**config.mk**
```make
export PLATFORM = sky130hd
export DESIGN_NAME = ffd_wrap_reduce
export DESIGN_NICKNAME = d
export VERILOG_FILES = /design/src/hdl/ffd_pkg.sv /design/src/hdl/ffd_wrap_reduce.sv
export SDC_FILE = /design/constraint.sdc
export NUM_CORES = 1
export LEC_CHECK = 0
export BUFFER_PORTS_ARGS = -buffer_cell sky130_fd_sc_hd__buf_2
export CAP_MARGIN = 20
export CORE_MARGIN = 5
export CORE_UTILIZATION = 52
export CTS_BUF_LIST = sky130_fd_sc_hd__clkbuf_4 sky130_fd_sc_hd__clkbuf_8
export DETAILED_ROUTE_END_ITERATION = 7
export PLACE_DENSITY = 0.78
export SLEW_MARGIN = 20
export SYNTH_ARGS = -nofsm -noshare
export SYNTH_HDL_FRONTEND = slang
export SYNTH_SLANG_ARGS = --single-unit
```
**constraint.sdc**
```tcl
create_clock -name clk -period 1.35 [get_ports clk]
set_input_delay 0.135 -clock clk [delete_from_list [all_inputs] [get_ports clk]]
set_output_delay 0.135 -clock clk [all_outputs]
set_load 0.005 [all_outputs]
```
**src/hdl/ffd_pkg.sv**
```systemverilog
// Shared types and constants of the fractional feedback delay unit.
// Used by ffd_wrap_reduce and fractional_feedback_delay_unit; depends on nothing.
package ffd_pkg;

    localparam int DELAY_W = 12;
    localparam int FRAC_W  = 15;
    localparam int GAIN_W  = 16;
    localparam int CFG_IDX_W  = 3;
    localparam int CFG_DATA_W = 16;

    typedef logic [CFG_IDX_W-1:0] cfg_idx_t;

    localparam cfg_idx_t REG_DELAY_WHOLE    = 3'd0;
    localparam cfg_idx_t REG_DELAY_FRACTION = 3'd1;
    localparam cfg_idx_t REG_FEEDBACK_GAIN  = 3'd2;
    localparam cfg_idx_t REG_FORWARD_GAIN   = 3'd3;
    localparam cfg_idx_t REG_MIX_GAIN       = 3'd4;

    localparam logic [DELAY_W-1:0] DELAY_WHOLE_RST    = 12'd1;
    localparam logic [FRAC_W-1:0]  DELAY_FRACTION_RST = 15'd0;
    localparam logic [GAIN_W-1:0]  FEEDBACK_GAIN_RST  = 16'd0;
    localparam logic [GAIN_W-1:0]  FORWARD_GAIN_RST   = 16'd16384;
    localparam logic [GAIN_W-1:0]  MIX_GAIN_RST       = 16'd16384;

    typedef enum logic [2:0] {
        ST_CLEAR,
        ST_IDLE,
        ST_RD0,
        ST_MUL1,
        ST_MUL2,
        ST_MUL3,
        ST_MUL4
    } seq_state_t;

endpackage

```
**src/hdl/ffd_wrap_reduce.sv**
```systemverilog
// Reduces the whole delay modulo the store depth by reciprocal multiplication.
// Depends on ffd_pkg.
module ffd_wrap_reduce #(
    parameter int BUF_DEPTH = 4096
) (
    input  logic                             clk,
    input  logic                             rst_n,
    input  logic                             load,
    input  logic [ffd_pkg::DELAY_W-1:0]      din,
    output logic                             busy,
    output logic [$clog2(BUF_DEPTH)-1:0]     dout
);
    import ffd_pkg::*;

    localparam int AW  = $clog2(BUF_DEPTH);
    localparam int SH  = DELAY_W + AW;
    localparam int PRW = 2 * DELAY_W + 2;
    localparam int BW  = DELAY_W + AW + 1;

    // The scaled reciprocal is rounded up, which keeps the quotient exact for every whole delay.
    localparam logic [63:0]    RECIP_FULL = ((64'd1 << SH) + 64'(BUF_DEPTH) - 64'd1)
                                            / 64'(BUF_DEPTH);
    localparam logic [PRW-1:0] RECIP      = RECIP_FULL[PRW-1:0];

    logic [DELAY_W-1:0] din_reg, din_next;
    logic [DELAY_W-1:0] quot_reg, quot_next;
    logic [AW-1:0]      rem_reg, rem_next;
    logic               busy_reg, busy_next;
    logic [PRW-1:0]     prod;
    logic [BW-1:0]      back;

    assign prod = PRW'(din) * RECIP;
    assign back = BW'(quot_reg) * BW'(BUF_DEPTH);

    always_comb
    begin
        din_next  = din_reg;
        quot_next = quot_reg;
        rem_next  = rem_reg;
        busy_next = 1'b0;
        if (load)
        begin
            din_next  = din;
            quot_next = DELAY_W'(prod >> SH);
            busy_next = 1'b1;
        end
        else if (busy_reg)
        begin
            rem_next = AW'(din_reg - DELAY_W'(back));
        end
    end

    always_ff @(posedge clk or negedge rst_n)
    begin
        if (!rst_n)
        begin
            din_reg  <= '0;
            quot_reg <= '0;
            rem_reg  <= AW'(DELAY_WHOLE_RST);
            busy_reg <= 1'b0;
        end
        else
        begin
            din_reg  <= din_next;
            quot_reg <= quot_next;
            rem_reg  <= rem_next;
            busy_reg <= busy_next;
        end
    end

    assign busy = busy_reg;
    assign dout = rem_reg;

endmodule

```
==> flow_metrics.env, run 1 <==
export IMPL_crit_type="flop to flop"
export IMPL_tritoncts="built"
export IMPL_crit_fanout=7
export IMPL_nets=101
export IMPL_hp_class="input pin to flop"
export IMPL_antenna_found_initial=0
export IMPL_port_buffers=27
export IMPL_ys_seq_elements=25
export IMPL_p_leak_nw=0.570
export IMPL_cts_num_sinks=25
export IMPL_gp_congestion=0.601
export IMPL_setup_slack_ns=0.207
export IMPL_worst_path_largest_cell_delay_ns=0.40
export IMPL_area_growth_syn_to_layout_pct=21.8
export IMPL_maxCapViolations=0
export IMPL_synth_avg_cell_area_sq_um=18.5
export IMPL_rows=15
export IMPL_drcViolationCount=0
export IMPL_num_vias=540
export IMPL_r2r_slack_ns=0.21
export IMPL_final_min_clock_period_ns=1.14
export IMPL_ir_drop_v=0.000784
export IMPL_core_area_sq_um=1750
export IMPL_syn_inst=52
export IMPL_diodes=0
export IMPL_powerDensity_nw_per_um2=1330
export IMPL_arrival_ns=1.35
export IMPL_final_cell_mix="buf_2 (27), dfrtp_1 (24), mux2_2 (14)"
export IMPL_ys_types=7
export IMPL_initial_core_util=0.551
export IMPL_grt_pass1_vias=579
export IMPL_drt_total_wl_um=1760
export IMPL_place_worst_setup_slack_ns=0.214
export IMPL_slew_headroom=0.653
export IMPL_die_y_um=53.0
export IMPL_grt_max_degree=26
export IMPL_status="finished, final reports clean"
export IMPL_wl_per_cell_um=16.0
export IMPL_cpMaxStageDelayCell="dfrtp_1"
export IMPL_ys_seq_area_frac=0.651
export IMPL_final_setup_tns_ns=0
export IMPL_ys_warn_count=0
export IMPL_worstSetupEndpointType="flop"
export IMPL_finalMaxSlewViolations=0
export IMPL_final_common_cell="buf_2"
export IMPL_cts_buffer_depth=2
export IMPL_clockRootBuffer="clkbuf_4"
export IMPL_required_ns=1.56
export IMPL_worst_slew_pin_transition_ns=0.521
export IMPL_path_cells="nor2b_2 -> buf_4 -> mux2_4"
export IMPL_viasPerCell=4.91
export IMPL_hold_violations=0
export IMPL_htreeDepth=1
export IMPL_grtUsageTotal=0.140
export IMPL_die_w_um=53.0
export IMPL_finalSetupViolations=0
export IMPL_die_area_sq_um=2810
export IMPL_grt_remaining_overflow=0
export IMPL_rsz0062_at_grt="false"
export IMPL_holdWs_ns=0.0392
export IMPL_finClkSkew_ns=0.00408
export IMPL_insertion_delay_ns=0.31
export IMPL_fmax_ghz=0.875
export IMPL_synth_nets=67
export IMPL_drtPass1Iterations=4
export IMPL_drive_above_1_share=0.706
export IMPL_io_pins=28
export IMPL_ant_nets=0
export IMPL_clkSlewWorstSetupHoldPaths_ns=0.13
export IMPL_cts_resized_gates=0
export IMPL_grt_pass1_wl_um=2760
export IMPL_syn_area_sq_um=962
export IMPL_period_share=0.847
export IMPL_cts_buffers=3
export IMPL_drt_iter0_drc=7
export IMPL_cp_start_kind="flop"
export IMPL_finalCoreUtilization=0.672
-- cell families after synthesis --
| group | share of synthesized area |
|---|---|
| muxes | 0.320 |
| DFF | 0.652 |
| buffers and inverters | 0.0195 |
| and+or+nand+nor | 0.00910 |
-- cell type report --
| cell class | count | area (sq um) |
|---|---|---|
| Sequential cell | 25 | 627 |
| Fill cell | 142 | 573 |
| Multi-Input combinational cell | 25 | 317 |
| Timing Repair Buffer | 31 | 168 |
| Tap cell | 25 | 31.3 |
| Clock buffer | 4 | 30.0 |
-- per-layer routing --
layer  routed length [um]  vias up  share of wire  global-route usage
li1                     -      245              -                   -
met1                  701      271           0.40               0.168
met2                  910       19           0.52               0.240
met3                  120        5          0.068              0.0366
met4                   23        0          0.013              0.0511
met5                    0        -              0                   0
-- cells in the mapped netlist, drive strengths merged --
cell type   n  area (sq um)
nor2b       1          8.76
dfstp       1          26.3
dfrtp      24           601
buf         2          18.8
mux2       24           308
-- power by group --
group          leakage [nW]  switching [W]  total [W]  internal, W
Clock                0.0184       0.000212   0.000348     0.000136
Sequential            0.292      0.0000583   0.000918     0.000860
Combinational         0.259       0.000101   0.000291     0.000190
Total                 0.570       0.000371    0.00156      0.00119
-- stage by stage --
stage	instance area (sq um)	std cells	total power, W
2_1_floorplan	962	52	0.00109
3_3_place_gp	1130	105	0.00121
3_5_place_dp	1130	105	0.00123
4_1_cts	1170	110	0.00157
5_1_grt	1170	110	0.00164
6_report	1170	110	0.00156
-- timing repair --
action | CTS | global route
endpoints found under the hold margin | 24 | 0
setup buffers | 0 | 0
hold buffers | 1 | 0
endpoints found under the setup margin | 0 | 0
-- final timing paths --
check / from / endpoint / cells past startpoint
worst max-delay path: busy / dout[9] / 3
worst min-delay path: din[1] / din_reg[1] / 2
worst max register to register: busy / dout[9] / 3
worst min register to register: din_reg[0] / dout[0] / 1
max in group asynchronous: rst_n / dout[0] / 2
min in group asynchronous: rst_n / din_reg[9] / 2
-- worst max-delay path, delay by kind of cell, from the launching register on --
| family | cells | cell delay (ns) |
|---|---|---|
| buffers and inverters | 1 | 0.17 |
| flip-flops | 1 | 0.40 |
| multiplexers | 1 | 0.30 |
| AND/OR/NAND/NOR | 1 | 0.16 |
(Power assumes the default switching activity.)
==> run 2: changes to the inputs <==
--- a/config.mk
+++ b/config.mk
@@ -5,13 +5,14 @@
 export SDC_FILE = /design/constraint.sdc
 export NUM_CORES = 1
 export LEC_CHECK = 0
+export ABC_AREA = 1
 export BUFFER_PORTS_ARGS = -buffer_cell sky130_fd_sc_hd__buf_2
 export CAP_MARGIN = 20
 export CORE_MARGIN = 5
-export CORE_UTILIZATION = 52
+export CORE_UTILIZATION = 47
 export CTS_BUF_LIST = sky130_fd_sc_hd__clkbuf_4 sky130_fd_sc_hd__clkbuf_8
 export DETAILED_ROUTE_END_ITERATION = 7
-export PLACE_DENSITY = 0.78
+export PLACE_DENSITY = 0.75
 export SLEW_MARGIN = 20
 export SYNTH_ARGS = -nofsm -noshare
 export SYNTH_HDL_FRONTEND = slang
==> constraint.sdc (replaced) <==
create_clock -name clk -period 1.05 [get_ports clk]
set_input_delay 0.105 -clock clk [delete_from_list [all_inputs] [get_ports clk]]
set_output_delay 0.105 -clock clk [all_outputs]
set_load 0.005 [all_outputs]
==> run 2 against run 1 <==
Net effect:
- highest routed layer unchanged
- the flow now finishes with violations (setup timing)
- global-route usage grew 1.2 points
- via count grew 47%
- critical path depth shrank 2
- critical path type is now flop to output port
- sequential cell count is the same
==> flow_metrics.env, run 2 <==
export IMPL_ant_nets=0
export IMPL_finalPower_w=0.00188
export IMPL_hpwl_um=1300
export IMPL_maxCapViolations=0
export IMPL_slew_headroom=0.646
export IMPL_worst_slew_pin_transition_ns=0.531
export IMPL_drtPass1Iterations=4
export IMPL_die_w_um=55.0
export IMPL_cp_top_family="flip-flops"
export IMPL_cts_buffer_depth=2
export IMPL_p_leak_nw=0.727
export IMPL_drt_total_wl_um=1940
export IMPL_path_buf_inv=1
export IMPL_crit_type="flop to output port"
export IMPL_cp_start_kind="flop"
export IMPL_ys_seq_elements=25
export IMPL_viasPerCell=4.56
export IMPL_final_common_cell="nand2_1"
export IMPL_synth_edf_count=0
export IMPL_rsz0062_at_grt="true"
export IMPL_worst_path_largest_cell_delay_ns=0.55
export IMPL_path_cells="buf_2"
export IMPL_ir_drop_v=0.000853
export IMPL_synth_most_common_cell="nand2_1"
export IMPL_cts_buffers=3
export IMPL_die_area_sq_um=3030
export IMPL_clkSlewWorstSetupHoldPaths_ns=0.13
export IMPL_ff_latch_area_sq_um=628
export IMPL_cpMaxStageDelayCell="dfstp_2"
export IMPL_ys_seq_area_frac=0.657
export IMPL_die_y_um=55.0
export IMPL_crit_fanout=2
export IMPL_syn_inst=104
export IMPL_grt_pass1_wl_um=3310
export IMPL_drive_above_1_share=0.272
export IMPL_gp_congestion=0.787
export IMPL_worstSetupEndpointType="output port"
export IMPL_finalMaxSlewViolations=0
export IMPL_multiInputGateArea_sq_um=292
export IMPL_ys_types=8
export IMPL_powerDensity_nw_per_um2=1460
export IMPL_async_flop_share=1.00
export IMPL_period_share=1.01
export IMPL_cts_num_sinks=25
export IMPL_synth_top_area_frac=0.630
export IMPL_finClkSkew_ns=0.00429
export IMPL_violations="setup timing"
export IMPL_fmax_ghz=0.947
export IMPL_insertion_delay_ns=0.30
export IMPL_grt_pass1_vias=759
export IMPL_setup_slack_ns=-0.00625
export IMPL_arrival_ns=0.95
export IMPL_hp_class="input pin to flop"
export IMPL_grt_max_degree=26
export IMPL_htreeDepth=1
export IMPL_drt_iter0_drc=14
export IMPL_rows=16
export IMPL_area_growth_syn_to_layout_pct=34.9
export IMPL_initial_core_util=0.491
export IMPL_finalSetupViolations=1
export IMPL_grt_remaining_overflow=0
export IMPL_yosys_top_cells_count="nand2_1 (60), dfrtp_1 (24), nand3_1 (12)"
export IMPL_synth_flop_cell="dfrtp_1"
export IMPL_final_cell_mix="nand2_1 (60), buf_2 (26), dfrtp_1 (23)"
export IMPL_antenna_found_initial=0
export IMPL_core_area_sq_um=1940
export IMPL_diodes=0
export IMPL_grtUsageTotal=0.152
export IMPL_wl_per_cell_um=11.1
export IMPL_synth_nets=119
export IMPL_nets=163
export IMPL_yosys_area_top_type="dfrtp_1"
export IMPL_tritoncts="built"
export IMPL_required_ns=0.94
export IMPL_nFillCells=169
export IMPL_port_buffers=27
export IMPL_place_worst_setup_slack_ns=0.131
export IMPL_status="finished, violations left"
export IMPL_final_min_clock_period_ns=1.06
export IMPL_synth_area_top_cells="dfrtp_1 (63%), nand2_1 (24%), nand3_1 (6.3%)"
export IMPL_syn_area_sq_um=953
export IMPL_drcViolationCount=0
export IMPL_synth_avg_cell_area_sq_um=9.17
export IMPL_hold_violations=0
export IMPL_clockRootBuffer="clkbuf_4"
export IMPL_io_pins=28
export IMPL_num_vias=793
export IMPL_ys_warn_count=0
-- run 2: cell types whose count changed after synthesis, sizes merged --
cell   before  now
nand2       0   61
mux2       24    0
nand3       0   12
buf         2    5
inv         0    1
nor2b       1    0
-- run 2: area by class of cell --
| class | count | area share |
|---|---|---|
| Clock buffer | 4 | 0.0233 |
| Inverter | 1 | 0.00292 |
| Multi-Input combinational cell | 73 | 0.227 |
| Sequential cell | 25 | 0.488 |
| Tap cell | 27 | 0.0263 |
| Timing Repair Buffer | 44 | 0.232 |
-- run 2: kinds of logic after synthesis --
| logic type | Yosys count | synth area share |
|---|---|---|
| and+or+nand+nor | 73 | 0.306 |
| DFF | 25 | 0.657 |
| buffers and inverters | 6 | 0.0367 |
-- run 2: what timing repair did --
item | 4_1_cts | 5_1_grt
resized for setup | 1 | 1
endpoints found under the hold margin | 35 | 0
setup buffers | 1 | 1
cloned | 0 | 0
hold buffers | 12 | 0
setup endpoints to repair | 2 | 2
-- run 2: metal layers --
metal,GRT usage,part of all wire,vias to the layer above
met1,0.210,0.47,369
met2,0.244,0.47,17
met4,0.0486,0.0062,0
li1,-,-,405
met3,0.0241,0.048,2
met5,0,0,-
-- run 2: power breakdown --
part           total, W  switching [W]  leakage, nW  internal [W]
sequential      0.00114      0.0000615        0.306       0.00107
combinational  0.000304       0.000147        0.402      0.000157
clock          0.000440       0.000266       0.0184      0.000174
-- run 2: worst paths after layout --
| check | startpoint | slack [ns] | cells after the start | to |
|---|---|---|---|---|
| max | dout[0] | -0.006 | 1 | dout[0] |
| max in group asynchronous | rst_n | 0.38 | 2 | busy |
| min reg2reg | dout[5] | 0.49 | 2 | dout[5] |
| min | din[7] | 0.001 | 3 | din_reg[7] |
| max reg2reg | busy | 0.16 | 3 | dout[7] |
| min in group asynchronous | rst_n | 0.29 | 2 | din_reg[9] |
-- run 2: worst register-to-register path, stage by stage, from the launching register on --
cell and delay, ns:
dfrtp_2 0.48, buf_4 0.18, nand3_1 0.09, nand2_1 0.05
-- run 2: per-stage QoR --
step	std cells	hold WS (ns)	cell area [sq um]	TNS, ns	util
final	174	0.00112	1290	-0.00625	0.662
after global routing	174	0.0140	1290	-0.0461	0.662
after CTS	173	0.000711	1270	-0.0132	0.655
after detailed placement	156	0.117	1110	0	0.573
after global placement	156	0.112	1110	0	0.573
after floorplan	104	-0.191	953	0	-
